[config.mk]
export PLATFORM = sky130hd
export DESIGN_NAME = cut_cell_face_fluid_fraction
export DESIGN_NICKNAME = d
export VERILOG_FILES = /design/src/rtl/core/ccff_pkg.sv /design/src/rtl/core/ccff_unit.sv /design/src/rtl/core/ccff_seq.sv /design/src/rtl/core/cut_cell_face_fluid_fraction.sv
export SDC_FILE = /design/constraint.sdc
export NUM_CORES = 2
export LEC_CHECK = 0
export BUFFER_PORTS_ARGS = -buffer_cell sky130_fd_sc_hd__buf_2
export CAP_MARGIN = 10
export CORE_ASPECT_RATIO = 0.75
export CORE_MARGIN = 2
export CORE_UTILIZATION = 58
export DETAILED_ROUTE_END_ITERATION = 16
export HOLD_SLACK_MARGIN = 0.1
export PLACE_DENSITY = 0.84
export SYNTH_ARGS = -nofsm -noshare
export SYNTH_HDL_FRONTEND = slang
export SYNTH_SLANG_ARGS = --single-unit
[constraint.sdc]
create_clock -name i_clk -period 11 [get_ports i_clk]
set_input_delay 1.1 -clock i_clk [delete_from_list [all_inputs] [get_ports i_clk]]
set_output_delay 1.1 -clock i_clk [all_outputs]
set_load 0.01 [all_outputs]
[src/rtl/core/ccff_pkg.sv]
// ----------------------------------------------------------------------------
// ccff_pkg
// Shared types, operation codes and point selection for the cut-cell face
// wetted-fraction block.
// ----------------------------------------------------------------------------
package ccff_pkg;

    typedef struct packed {
        logic        [15:0] face_flags;
        logic signed [31:0] u_low;
        logic signed [31:0] u_high;
        logic signed [31:0] v_low;
        logic signed [31:0] v_high;
        logic signed [31:0] cut_u_at_vlow;
        logic signed [31:0] cut_v_at_uhigh;
        logic signed [31:0] cut_u_at_vhigh;
        logic signed [31:0] cut_v_at_ulow;
        logic        [30:0] extent_u;
        logic        [30:0] extent_v;
    } t_req;

    typedef struct packed {
        logic [16:0] wet_fraction;
        logic        geometry_error;
    } t_res;

    typedef struct packed {
        logic signed [31:0] u;
        logic signed [31:0] v;
    } t_point;

    localparam logic [3:0] OP_NOP     = 4'd0;
    localparam logic [3:0] OP_CLR     = 4'd1;
    localparam logic [3:0] OP_LD_P0   = 4'd2;
    localparam logic [3:0] OP_LD_PREV = 4'd3;
    localparam logic [3:0] OP_MUL_A   = 4'd4;
    localparam logic [3:0] OP_MUL_B   = 4'd5;
    localparam logic [3:0] OP_CROSS   = 4'd6;
    localparam logic [3:0] OP_ACC     = 4'd7;
    localparam logic [3:0] OP_MUL_D   = 4'd8;
    localparam logic [3:0] OP_DIV     = 4'd9;

    typedef struct packed {
        logic [3:0] op;
    } t_ctrl;

    typedef struct packed {
        logic den_zero;
        logic acc_gt;
        logic acc_eq;
    } t_stat;

    localparam logic [2:0] WET_ALL    = 3'd4;
    localparam logic [2:0] WET_NONE   = 3'd0;
    localparam logic [3:0] LSUM_FULL  = 4'd8;
    localparam logic [3:0] LSUM_THREE = 4'd6;
    localparam logic [3:0] LSUM_HALF  = 4'd5;

    function automatic t_point cand_point(t_req r, logic [2:0] k);
        t_point p;
        case (k)
            3'd0:    begin p.u = r.u_low;         p.v = r.v_low;          end
            3'd1:    begin p.u = r.cut_u_at_vlow; p.v = r.v_low;          end
            3'd2:    begin p.u = r.u_high;        p.v = r.v_low;          end
            3'd3:    begin p.u = r.u_high;        p.v = r.cut_v_at_uhigh; end
            3'd4:    begin p.u = r.u_high;        p.v = r.v_high;         end
            3'd5:    begin p.u = r.cut_u_at_vhigh; p.v = r.v_high;        end
            3'd6:    begin p.u = r.u_low;         p.v = r.v_high;         end
            default: begin p.u = r.u_low;         p.v = r.cut_v_at_ulow;  end
        endcase
        return p;
    endfunction

    function automatic logic cand_take(logic [15:0] f, logic [2:0] k);
        logic t;
        case (k)
            3'd0:    t = |f[5:4];
            3'd1:    t = f[12];
            3'd2:    t = |f[7:6];
            3'd3:    t = f[13];
            3'd4:    t = |f[9:8];
            3'd5:    t = f[14];
            3'd6:    t = |f[11:10];
            default: t = f[15];
        endcase
        return t;
    endfunction

endpackage

[src/rtl/core/ccff_unit.sv]
// ----------------------------------------------------------------------------
// ccff_unit
// Shared datapath: one signed multiplier plus add/subtract logic, used for
// the fan-triangle cross products, the face area and the restoring divide.
// ----------------------------------------------------------------------------
module ccff_unit #(
    parameter int FRACTION_BITS = 16
) (
    input  logic                     i_clk,
    input  ccff_pkg::t_ctrl          i_ctrl,
    input  ccff_pkg::t_point         i_cur,
    input  logic [30:0]              i_ext_u,
    input  logic [30:0]              i_ext_v,
    output ccff_pkg::t_stat          o_stat,
    output logic [FRACTION_BITS-1:0] o_quot
);
    import ccff_pkg::*;

    t_point                   r_p0;
    t_point                   r_prev;
    logic signed [65:0]       r_pa;
    logic signed [65:0]       r_pb;
    logic signed [65:0]       r_cr;
    logic [67:0]              r_acc;
    logic [62:0]              r_den;
    logic [FRACTION_BITS-1:0] r_quot;

    logic signed [32:0] w_d1u, w_d1v, w_d2u, w_d2v;
    logic signed [32:0] w_ma, w_mb;
    logic signed [65:0] w_prod;
    logic [67:0]        w_cr_ext;
    logic [63:0]        w_shift;
    logic [63:0]        w_den64;
    logic [63:0]        w_diff;
    logic               w_ge;

    assign w_d1u = {r_prev.u[31], r_prev.u} - {r_p0.u[31], r_p0.u};
    assign w_d1v = {r_prev.v[31], r_prev.v} - {r_p0.v[31], r_p0.v};
    assign w_d2u = {i_cur.u[31], i_cur.u} - {r_p0.u[31], r_p0.u};
    assign w_d2v = {i_cur.v[31], i_cur.v} - {r_p0.v[31], r_p0.v};

    always_comb begin
        case (i_ctrl.op)
            OP_MUL_A: begin
                w_ma = w_d1u;
                w_mb = w_d2v;
            end
            OP_MUL_B: begin
                w_ma = w_d1v;
                w_mb = w_d2u;
            end
            default: begin
                w_ma = {2'b00, i_ext_u};
                w_mb = {2'b00, i_ext_v};
            end
        endcase
    end

    assign w_prod   = w_ma * w_mb;
    assign w_cr_ext = {{2{r_cr[65]}}, r_cr};
    assign w_shift  = {r_acc[62:0], 1'b0};
    assign w_den64  = {1'b0, r_den};
    assign w_ge     = w_shift >= w_den64;
    assign w_diff   = w_shift - w_den64;

    always_ff @(posedge i_clk) begin
        case (i_ctrl.op)
            OP_CLR:     r_acc <= '0;
            OP_LD_P0:   r_p0 <= i_cur;
            OP_LD_PREV: r_prev <= i_cur;
            OP_MUL_A:   r_pa <= w_prod;
            OP_MUL_B:   r_pb <= w_prod;
            OP_CROSS:   r_cr <= r_pa - r_pb;
            OP_ACC: begin
                r_acc  <= r_cr[65] ? r_acc - w_cr_ext : r_acc + w_cr_ext;
                r_prev <= i_cur;
            end
            OP_MUL_D:   r_den <= {w_prod[61:0], 1'b0};
            OP_DIV: begin
                r_acc  <= {4'b0000, (w_ge ? w_diff : w_shift)};
                r_quot <= {r_quot[FRACTION_BITS-2:0], w_ge};
            end
            default: ;
        endcase
    end

    assign o_stat.den_zero = r_den == '0;
    assign o_stat.acc_gt   = (|r_acc[67:63]) || (r_acc[62:0] > r_den);
    assign o_stat.acc_eq   = r_acc == {5'b00000, r_den};
    assign o_quot          = r_quot;

endmodule

[src/rtl/core/ccff_seq.sv]
// ----------------------------------------------------------------------------
// ccff_seq
// Sequencer: shortcut classification, polygon scan with fan triangulation,
// area check and divide control, and the result register.
// ----------------------------------------------------------------------------
module ccff_seq #(
    parameter int FRACTION_BITS = 16
) (
    input  logic                     i_clk,
    input  logic                     i_rst_n,
    input  logic                     i_start,
    input  logic [15:0]              i_flags,
    input  ccff_pkg::t_stat          i_stat,
    input  logic [FRACTION_BITS-1:0] i_quot,
    output ccff_pkg::t_ctrl          o_ctrl,
    output logic [2:0]               o_k,
    output logic                     o_busy,
    output logic                     o_valid,
    output ccff_pkg::t_res           o_res
);
    import ccff_pkg::*;

    localparam int CW = $clog2(FRACTION_BITS);
    localparam logic [FRACTION_BITS:0] FRAC_ONE     = {1'b1, {FRACTION_BITS{1'b0}}};
    localparam logic [FRACTION_BITS:0] FRAC_HALF_M1 = {2'b00, {(FRACTION_BITS-1){1'b1}}};

    localparam logic [3:0] S_IDLE  = 4'd0;
    localparam logic [3:0] S_CLASS = 4'd1;
    localparam logic [3:0] S_SCAN  = 4'd2;
    localparam logic [3:0] S_MUL_A = 4'd3;
    localparam logic [3:0] S_MUL_B = 4'd4;
    localparam logic [3:0] S_CROSS = 4'd5;
    localparam logic [3:0] S_ACC   = 4'd6;
    localparam logic [3:0] S_FIN   = 4'd7;
    localparam logic [3:0] S_CHECK = 4'd8;
    localparam logic [3:0] S_DIV   = 4'd9;
    localparam logic [3:0] S_DONE  = 4'd10;

    logic [3:0]             r_state, n_state;
    logic [2:0]             r_k, n_k;
    logic [1:0]             r_n, n_n;
    logic [CW-1:0]          r_cnt, n_cnt;
    logic [FRACTION_BITS:0] r_frac, n_frac;
    logic                   r_err, n_err;
    logic                   r_div_path;

    logic [2:0] w_wet;
    logic [3:0] w_lsum;
    logic       w_take;

    assign w_wet  = 3'(i_flags[0]) + 3'(i_flags[1]) + 3'(i_flags[2]) + 3'(i_flags[3]);
    assign w_lsum = 4'(i_flags[5:4]) + 4'(i_flags[7:6]) + 4'(i_flags[9:8])
                  + 4'(i_flags[11:10]);
    assign w_take = cand_take(i_flags, r_k);

    always_comb begin
        n_state   = r_state;
        n_k       = r_k;
        n_n       = r_n;
        n_cnt     = r_cnt;
        n_frac    = r_frac;
        n_err     = r_err;
        o_ctrl.op = OP_NOP;
        unique case (r_state)
            S_IDLE: begin
                if (i_start) begin
                    n_state = S_CLASS;
                end
            end
            S_CLASS: begin
                o_ctrl.op = OP_CLR;
                n_k       = '0;
                n_n       = '0;
                n_err     = 1'b0;
                n_state   = S_DONE;
                if (w_wet == WET_ALL) begin
                    n_frac = FRAC_ONE;
                end else if (w_wet == WET_NONE) begin
                    n_frac = '0;
                end else if (w_lsum == LSUM_FULL || w_lsum == LSUM_THREE) begin
                    n_frac = FRAC_ONE;
                end else if (w_lsum == LSUM_HALF) begin
                    n_frac = FRAC_HALF_M1;
                end else begin
                    n_state = S_SCAN;
                end
            end
            S_SCAN: begin
                if (w_take && r_n == 2'd0) begin
                    o_ctrl.op = OP_LD_P0;
                end else if (w_take && r_n == 2'd1) begin
                    o_ctrl.op = OP_LD_PREV;
                end
                if (w_take && r_n != 2'd3) begin
                    n_n = r_n + 2'd1;
                end
                if (w_take && r_n[1]) begin
                    n_state = S_MUL_A;
                end else if (r_k == 3'd7) begin
                    n_state = S_FIN;
                end else begin
                    n_k = r_k + 3'd1;
                end
            end
            S_MUL_A: begin
                o_ctrl.op = OP_MUL_A;
                n_state   = S_MUL_B;
            end
            S_MUL_B: begin
                o_ctrl.op = OP_MUL_B;
                n_state   = S_CROSS;
            end
            S_CROSS: begin
                o_ctrl.op = OP_CROSS;
                n_state   = S_ACC;
            end
            S_ACC: begin
                o_ctrl.op = OP_ACC;
                if (r_k == 3'd7) begin
                    n_state = S_FIN;
                end else begin
                    n_k     = r_k + 3'd1;
                    n_state = S_SCAN;
                end
            end
            S_FIN: begin
                o_ctrl.op = OP_MUL_D;
                if (r_n != 2'd3) begin
                    n_frac  = '0;
                    n_err   = 1'b1;
                    n_state = S_DONE;
                end else begin
                    n_state = S_CHECK;
                end
            end
            S_CHECK: begin
                n_cnt   = '0;
                n_state = S_DONE;
                if (i_stat.den_zero) begin
                    n_frac = '0;
                    n_err  = 1'b1;
                end else if (i_stat.acc_gt) begin
                    n_frac = FRAC_ONE;
                    n_err  = 1'b1;
                end else if (i_stat.acc_eq) begin
                    n_frac = FRAC_ONE;
                end else begin
                    n_state = S_DIV;
                end
            end
            S_DIV: begin
                o_ctrl.op = OP_DIV;
                n_cnt     = r_cnt + 1'b1;
                if (r_cnt == CW'(FRACTION_BITS - 1)) begin
                    n_state = S_DONE;
                end
            end
            S_DONE: begin
                n_state = S_IDLE;
            end
            default: begin
                n_state = S_IDLE;
            end
        endcase
    end

    always_ff @(posedge i_clk) begin
        if (!i_rst_n) begin
            r_state <= S_IDLE;
        end else begin
            r_state <= n_state;
        end
        r_k    <= n_k;
        r_n    <= n_n;
        r_cnt  <= n_cnt;
        r_frac <= n_frac;
        r_err  <= n_err;
    end

    always_ff @(posedge i_clk) begin
        if (r_state == S_CLASS) begin
            r_div_path <= 1'b0;
        end else if (r_state == S_DIV) begin
            r_div_path <= 1'b1;
        end
    end

    assign o_k     = r_k;
    assign o_busy  = r_state != S_IDLE;
    assign o_valid = r_state == S_DONE;
    assign o_res.wet_fraction   = r_div_path ? 17'({1'b0, i_quot}) : 17'(r_frac);
    assign o_res.geometry_error = r_err;

endmodule

[src/rtl/core/cut_cell_face_fluid_fraction.sv]
// ----------------------------------------------------------------------------
// cut_cell_face_fluid_fraction
// Wetted fraction of one cut-cell face from corner flags, levels, cut points
// and cell extents.
//
//   channel   ports                        handshake
//   request   start, i_req (t_req)         taken when start && !busy
//   result    o_valid, o_res (t_res)       one-cycle strobe, no back-pressure
//
// Shortcut faces (all wet, none wet, level sum 8, 6 or 5) skip the polygon
// scan, the result strobe in the cycle before busy falls. A polygon face is
// scanned by fan triangles and then divided, the divide skipped when an
// extent is zero or the area reaches the face area: one shared 33x33
// multiplier runs two products per triangle plus the face area, and the
// divide retires one quotient bit per cycle. A face with fewer than three
// points ends after the scan with geometry_error set.
// Reset clears only the sequencer state register. Results cannot be stalled.
// ----------------------------------------------------------------------------
module cut_cell_face_fluid_fraction #(
    parameter int FRACTION_BITS = 16
) (
    input  logic            i_clk,
    input  logic            i_rst_n,
    input  logic            start,
    input  ccff_pkg::t_req  i_req,
    output logic            busy,
    output logic            o_valid,
    output ccff_pkg::t_res  o_res
);
    import ccff_pkg::*;

    t_req                     r_req;
    t_ctrl                    w_ctrl;
    t_stat                    w_stat;
    t_point                   w_cur;
    logic [2:0]               w_k;
    logic [FRACTION_BITS-1:0] w_quot;

    always_ff @(posedge i_clk) begin
        if (start && !busy) begin
            r_req <= i_req;
        end
    end

    assign w_cur = cand_point(r_req, w_k);

    ccff_unit #(
        .FRACTION_BITS (FRACTION_BITS)
    ) u_unit (
        .i_clk   (i_clk),
        .i_ctrl  (w_ctrl),
        .i_cur   (w_cur),
        .i_ext_u (r_req.extent_u),
        .i_ext_v (r_req.extent_v),
        .o_stat  (w_stat),
        .o_quot  (w_quot)
    );

    ccff_seq #(
        .FRACTION_BITS (FRACTION_BITS)
    ) u_seq (
        .i_clk   (i_clk),
        .i_rst_n (i_rst_n),
        .i_start (start),
        .i_flags (r_req.face_flags),
        .i_stat  (w_stat),
        .i_quot  (w_quot),
        .o_ctrl  (w_ctrl),
        .o_k     (w_k),
        .o_busy  (busy),
        .o_valid (o_valid),
        .o_res   (o_res)
    );

endmodule
# Yosys cells after proc, flatten, opt, wreduce, memory -nomap -nowiden
# Cells that the tools add are included.
totals:
  ff_bits: 838
  input_bits: 337
  out_inout_bits: 20
  elab_cells: 165
classes:
  n_addsub: 17
  n_mul: 1
  magnitude_cmp: 2
  eq_ne: 43
  n_mux: 44
  reduce_logical: 30
op_table:
  columns: ["cell", "count"]
  rows:
  - ["one-hot mux 64 bit (7 select lines)", 1]
  - ["one-hot mux 68 bit (3 select lines)", 1]
  - ["two-way mux 17 bit", 9]
  - ["one-hot mux 33 bit (2 select lines)", 2]
  - ["subtractor 32 x 32 -> 33 bit", 4]
  - ["adder 68 bit", 1]
  - ["equality test 68 x 63 -> 1 bit", 1]
  - ["two-way mux 68 bit", 1]
  - ["subtractor 68 bit", 1]
  - ["multiplier 33 x 33 -> 66 bit", 1]
  - ["subtractor 66 bit", 1]
  - ["greater-or-equal comparator 64 x 63 -> 1 bit", 1]
  - ["two-way mux 64 bit", 1]
  - ["subtractor 64 x 63 -> 64 bit", 1]
  - ["> comparator 63 bit", 1]
  - ["zero test 63 bit", 1]
  - ["one-hot mux 17 bit (3 select lines)", 1]
  - ["two-way mux 4 bit", 11]
  - ["equality test 4 x 3 -> 1 bit, second input constant", 10]
  - ["one-hot mux 4 bit (10 select lines)", 1]
  - ["one-hot mux 4 bit (8 select lines)", 1]
  - ["equality test 4 bit, second input constant", 7]
  - ["equality test 4 x 2 -> 1 bit, second input constant", 4]
  - ["equality test 3 bit, second input constant", 5]
  - ["38 further kinds", 69]

# Logic depth before layout (Yosys ltp)
logic_depth:
  ltp_word: 9
  mapped_depth: 50
  ltp_nobuf: 47

# By module
# Synthesis repeated with hierarchy kept, for this count alone.
hier_totals:
  hier_cells: 8656
  area_unflattened_um2: 88307.2
modules_own_cells:
  columns: ["module", "n_inst", "cells_each", "area_per_inst_um2", "seq_area_each_um2"]
  rows:
  - ["ccff_unit", 1, 7963, 74370.1, 14173.6]
  - ["cut_cell_face_fluid_fraction", 1, 486, 12350.6, 10029.6]
  - ["ccff_seq", 1, 207, 1586.5, 460.4]

# Least setup slack after synthesis
# OpenSTA, ideal clock, no wires.
synth_timing:
  path_kind: "reg-to-reg"
  startpoint: "register u_seq.r_k[0], in the netlist u_seq.o_k[0]"
  endpoint: "register u_unit.r_den[60], data pin"
  setup_ns: 0.273
  t_arrival_ns: 11.489
  required_time_ns: 10.727
  setup_slack_ns: -0.762
  stages_incl_launch_ff: 47
  n_path_buf: 2
  synth_period_minus_slack_ns: 11.762
  path_cell_list: "edfxtp_1 -> inv_1 -> ha_1 -> or3_1 -> and2_1 -> clkbuf_1 -> clkbuf_1 -> a22oi_1 -> o21ai_0 -> ha_1 -> o21a_1 -> o21ai_0 -> a221o_1 -> o21ai_1 -> a22oi_1 -> o21ai_0 -> xnor2_1 -> nor2_1 -> (+11 left out) -> fa_1 -> fa_1 -> inv_1 -> fa_1 -> inv_1 -> ha_1 -> a21o_1 -> a21o_1 -> a21o_1 -> or4_1 -> a211oi_1 -> a2111oi_0 -> nor3_1 -> o211ai_1 -> a31o_2 -> a21oi_1 -> o21bai_1 -> xor2_1"
synth_lines:
  columns: ["element", "line", "text"]
  rows:
  - ["from (decl)", "ccff_seq.sv:40", "logic [2:0] r_k, n_k;"]
  - ["from (signal assigned)", "ccff_seq.sv:173", "r_k <= n_k;"]
  - ["to (signal assigned)", "ccff_unit.sv:78", "OP_MUL_D: r_den <= {w_prod[61:0], 1'b0};"]
  - ["to (decl)", "ccff_unit.sv:25", "logic [62:0] r_den;"]

# Final worst setup path
layout_timing:
  startpoint: "register u_seq.r_k[1], in the netlist u_seq.o_k[1]"
  endpoint: "register u_unit.r_pa[59], data pin"
layout_via:
  elab_chain_cells: 9
  elab_cells_between_ends: 21
  cone_classes: "add/sub (2); mul (1); eq/ne (8); mux (7); reduce/logical (3)"
layout_lines:
  columns: ["element", "line", "text"]
  rows:
  - ["branches (longest 8 deep; another with subtractor 32 x 32 -> 33 bit)", null, null]
  - ["multiplier 33 x 33 -> 66 bit (*)", "ccff_unit.sv:59", "assign w_prod = w_ma * w_mb;"]
  - ["net u_unit.w_prod[59]", "ccff_unit.sv:30", "logic signed [65:0] w_prod;"]
  - ["to (signal assigned)", "ccff_unit.sv:71", "OP_MUL_A: r_pa <= w_prod;"]
  - ["to (decl)", "ccff_unit.sv:21", "logic signed [65:0] r_pa;"]
# Mark *: on every way through the listed nets, which the timed path passes.
# A chain may end at the register's enable or synchronous reset.

==> out/metrics.json <==
{
  "cp_data_arrival_time_ns": 12.61,
  "fillers": 10382,
  "via_count": 73247,
  "synthDistinctLibCells": 88,
  "cts_buffer_depth": 3,
  "core_area_um2": 150000,
  "cts_root_buffer": "clkbuf_16",
  "first_pass_iteration_count_of_the_detailed_router": 13,
  "seq_area_um2": 24700,
  "global_route.overflow_total": 0,
  "syn_to_final_growth_pct": 19.3,
  "syn-mean-instance-area_um2": 10.0,
  "number_of_antenna_violations_at_the_first_check_in_global_routing": 17,
  "rsz0062_at_grt": "true",
  "yosys_most_used_dff": "edfxtp_1",
  "synth_edf_count": 818,
  "drt-wirelength-per-cell_um": 25.1,
  "floorplan.io_pins": 357,
  "cts_num_sinks": 823,
  "route.final.wire_length_um": 296000,
  "die_ar_um2": 153000,
  "initial_core_util": 0.582,
  "crit_required_ns": 11.55,
  "die_h_um": 340,
  "cell_area_after_technology_mapping_um2": 87100,
  "synth_fp_nets": 10784,
  "clk_transition_reported_paths_ns": 0.06,
  "crit_fanout": 14,
  "wire_length_of_the_first_global_routing_pass_um": 438000,
  "critical_path.endpoint_type": "flip-flop",
  "status": "finished with violations",
  "tritoncts": "built",
  "routed_via_density": 6.20,
  "failed_checks": "DRC, setup timing",
  "core.rowCount": 123,
  "crit_type": "flip-flop to flip-flop",
  "grt_max_degree": 171,
  "drt_drc_violations_left": 2,
  "gp_congestion": 1.02,
  "transition_at_the_pin_with_the_smallest_max_transition_slack_ns": 1.17,
  "drv.max_cap_violation_count": 0,
  "numPlacedInstances": 11514,
  "worstHoldPathType": "flip-flop to flip-flop",
  "achievable-frequency_mhz": 82.9,
  "final.min_clock_period_ns": 12.06,
  "final.period_utilization": 1.10,
  "groute.usage.overall": 0.374,
  "worst_setup_path_start_kind": "flip-flop",
  "multi_input_area_um2": 58600,
  "crit_family": "adder cells",
  "crit_path_top_delay_cell": "fa_2",
  "netlist_instances": 8676,
  "drtIter0Drc": 9472,
  "finalNetCount": 11833,
  "dpl.hpwl_um": 226000,
  "grt_pass1_vias": 74706,
  "worstSkewPairLatency_ns": 0.74,
  "finish.utilization": 0.695,
  "post-route-worst-setup-slack_ns": -1.06,
  "synthesis_warning_total": 0,
  "cpPeakStageDelay_ns": 0.63,
  "timing_hold_violations_final": 0,
  "buffer_ports.inserted": 356,
  "max-slew-margin-rel": 0.216,
  "synth.yosys.seq_area_share": 0.283,
  "synthArstFlopShare": 0,
  "cpMostUsedCell": "fa_1",
  "fraction_of_layout_cells_with_a_size_suffix_above_1": 0.197,
  "holdBufCountCts": 0,
  "die_width_um": 452,
  "cts_made_buffers": 83,
  "ys_ff_latch": 823,
  "instances_no_fill": 11811,
  "report.final.setup_viol": 116,
  "route.antenna.remaining_nets": 0,
  "h-tree-depth": 3,
  "buffers_inverters_on_critical_path": 10,
  "finClkSkew_ns": 0.0340,
  "timing_max_transition_violations_final": 0
}
cell families (layout without fill, tap and decap cells):
kind of cell | count (synthesis) | in the layout | synth area share
buf+inv | 1729 | 2845 | 0.0747
flops | 823 | 823 | 0.283
xor+xnor | 414 | 414 | 0.0416
compound gates | 1597 | 1598 | 0.120
fa+ha+maj | 1771 | 1771 | 0.354
mux | 81 | 81 | 0.00979
other cells | 0 | 18 | 0
simple gates | 2261 | 2261 | 0.116
area by class of cell:
| cell class | instances | share of cell area |
|---|---|---|
| antenna | 18 | 0.000433 |
| clock buffer | 89 | 0.0204 |
| clock inverter | 64 | 0.00626 |
| inverter | 1382 | 0.0500 |
| multi-input combinational | 6125 | 0.564 |
| sequential | 823 | 0.237 |
| tap | 2000 | 0.0241 |
| timing repair buffer | 1310 | 0.0973 |
cell usage after synthesis (31+ instances only):
| master | number | area share |
|---|---|---|
| a211oi_1 | 31 | 0.0027 |
| a21o_1 | 241 | 0.021 |
| a21oi_1 | 451 | 0.026 |
| a222oi_1 | 32 | 0.0037 |
| a22oi_1 | 89 | 0.0077 |
| a31oi_1 | 65 | 0.0047 |
| and2_1 | 177 | 0.013 |
| and3_1 | 49 | 0.0035 |
| clkbuf_1 | 324 | 0.014 |
| edfxtp_1 | 818 | 0.28 |
| fa_1 | 1157 | 0.27 |
| ha_1 | 614 | 0.088 |
| inv_1 | 1381 | 0.059 |
| mux2_2 | 34 | 0.0044 |
| mux2i_1 | 47 | 0.0054 |
| nand2_1 | 1200 | 0.052 |
| nand2b_1 | 63 | 0.0045 |
| nand3_1 | 102 | 0.0059 |
| nand4_1 | 64 | 0.0046 |
| nor2_1 | 332 | 0.014 |
| nor2b_1 | 72 | 0.0052 |
| nor3_1 | 95 | 0.0055 |
| nor4_1 | 39 | 0.0028 |
| o211ai_1 | 33 | 0.0028 |
| o21a_1 | 51 | 0.0044 |
| o21ai_0 | 240 | 0.014 |
| o21bai_1 | 59 | 0.0051 |
| o22ai_1 | 50 | 0.0036 |
| xnor2_1 | 283 | 0.028 |
| xor2_1 | 131 | 0.013 |
layer usage:
layer	global-route usage	routed length, um	up-vias
met5	0	116	-
met4	0.156	17500	16
met3	0.108	37900	1205
met2	0.555	127000	5025
met1	0.516	114000	35951
li1	-	-	31050
through the flow:
step           hold slack (ns)  setup TNS, ns  instance area [um^2]  setup WS, ns
3_3_place_gp             0.433         -74.51                 97400         -1.23
3_5_place_dp             0.437         -97.22                 97400         -1.51
2_1_floorplan            0.427          -1.56                 87300        -0.288
4_1_cts                  0.451         -22.94                102000        -0.662
6_report                 0.453         -68.55                104000         -1.06
5_1_grt                  0.455         -92.65                104000         -1.29
registers in the layout (all words and copies together) (netlist names):
| signal | count |
|---|---|
| r_req | 334 |
| u_seq.o_k | 3 |
| u_seq.r_cnt | 4 |
| u_seq.r_div_path | 1 |
| u_seq.r_err | 1 |
| u_seq.r_frac | 2 |
| u_seq.r_n | 2 |
| u_seq.r_state | 4 |
| u_unit.o_quot | 16 |
| u_unit.r_acc | 68 |
| u_unit.r_cr | 66 |
| u_unit.r_den | 62 |
| u_unit.r_p0 | 64 |
| u_unit.r_pa | 66 |
| u_unit.r_pb | 66 |
| u_unit.r_prev | 64 |
final timing paths:
| path | from | endpoint | slack (ns) | cells past startpoint |
|---|---|---|---|---|
| max | u_seq.o_k[1] | u_unit.r_pa[59] | -1.06 | 48 |
| min | u_unit.o_quot[11] | u_unit.o_quot[12] | 0.45 | 0 |
| max reg2reg | u_seq.o_k[1] | u_unit.r_pa[59] | -1.06 | 48 |
| min reg2reg | u_unit.o_quot[11] | u_unit.o_quot[12] | 0.45 | 0 |
cell usage in the layout (no fill, tap or decap), types with 115 or more instances in the layout:
cell | netlist | layout
buf_4 | 2 | 815
edfxtp_1 | 818 | 818
nor2_1 | 332 | 307
inv_1 | 1381 | 1357
ha_1 | 614 | 572
a21oi_1 | 451 | 408
xor2_1 | 131 | 115
fa_1 | 1157 | 1115
nand2_1 | 1200 | 1179
buf_2 | 11 | 356
a21o_1 | 241 | 239
o21ai_0 | 240 | 206
xnor2_1 | 283 | 254
and2_1 | 177 | 166
what timing repair did:
action / CTS / global route
setup endpoints to repair: 125 / 125
pin swaps: 129 / 144
cloned: 3 / 0
resized for setup: 290 / 271
setup buffers: 78 / 59
Power is left out: the tool's default activity adds up to more than one toggle a clock period on the data nets, which glitch-free logic cannot reach.
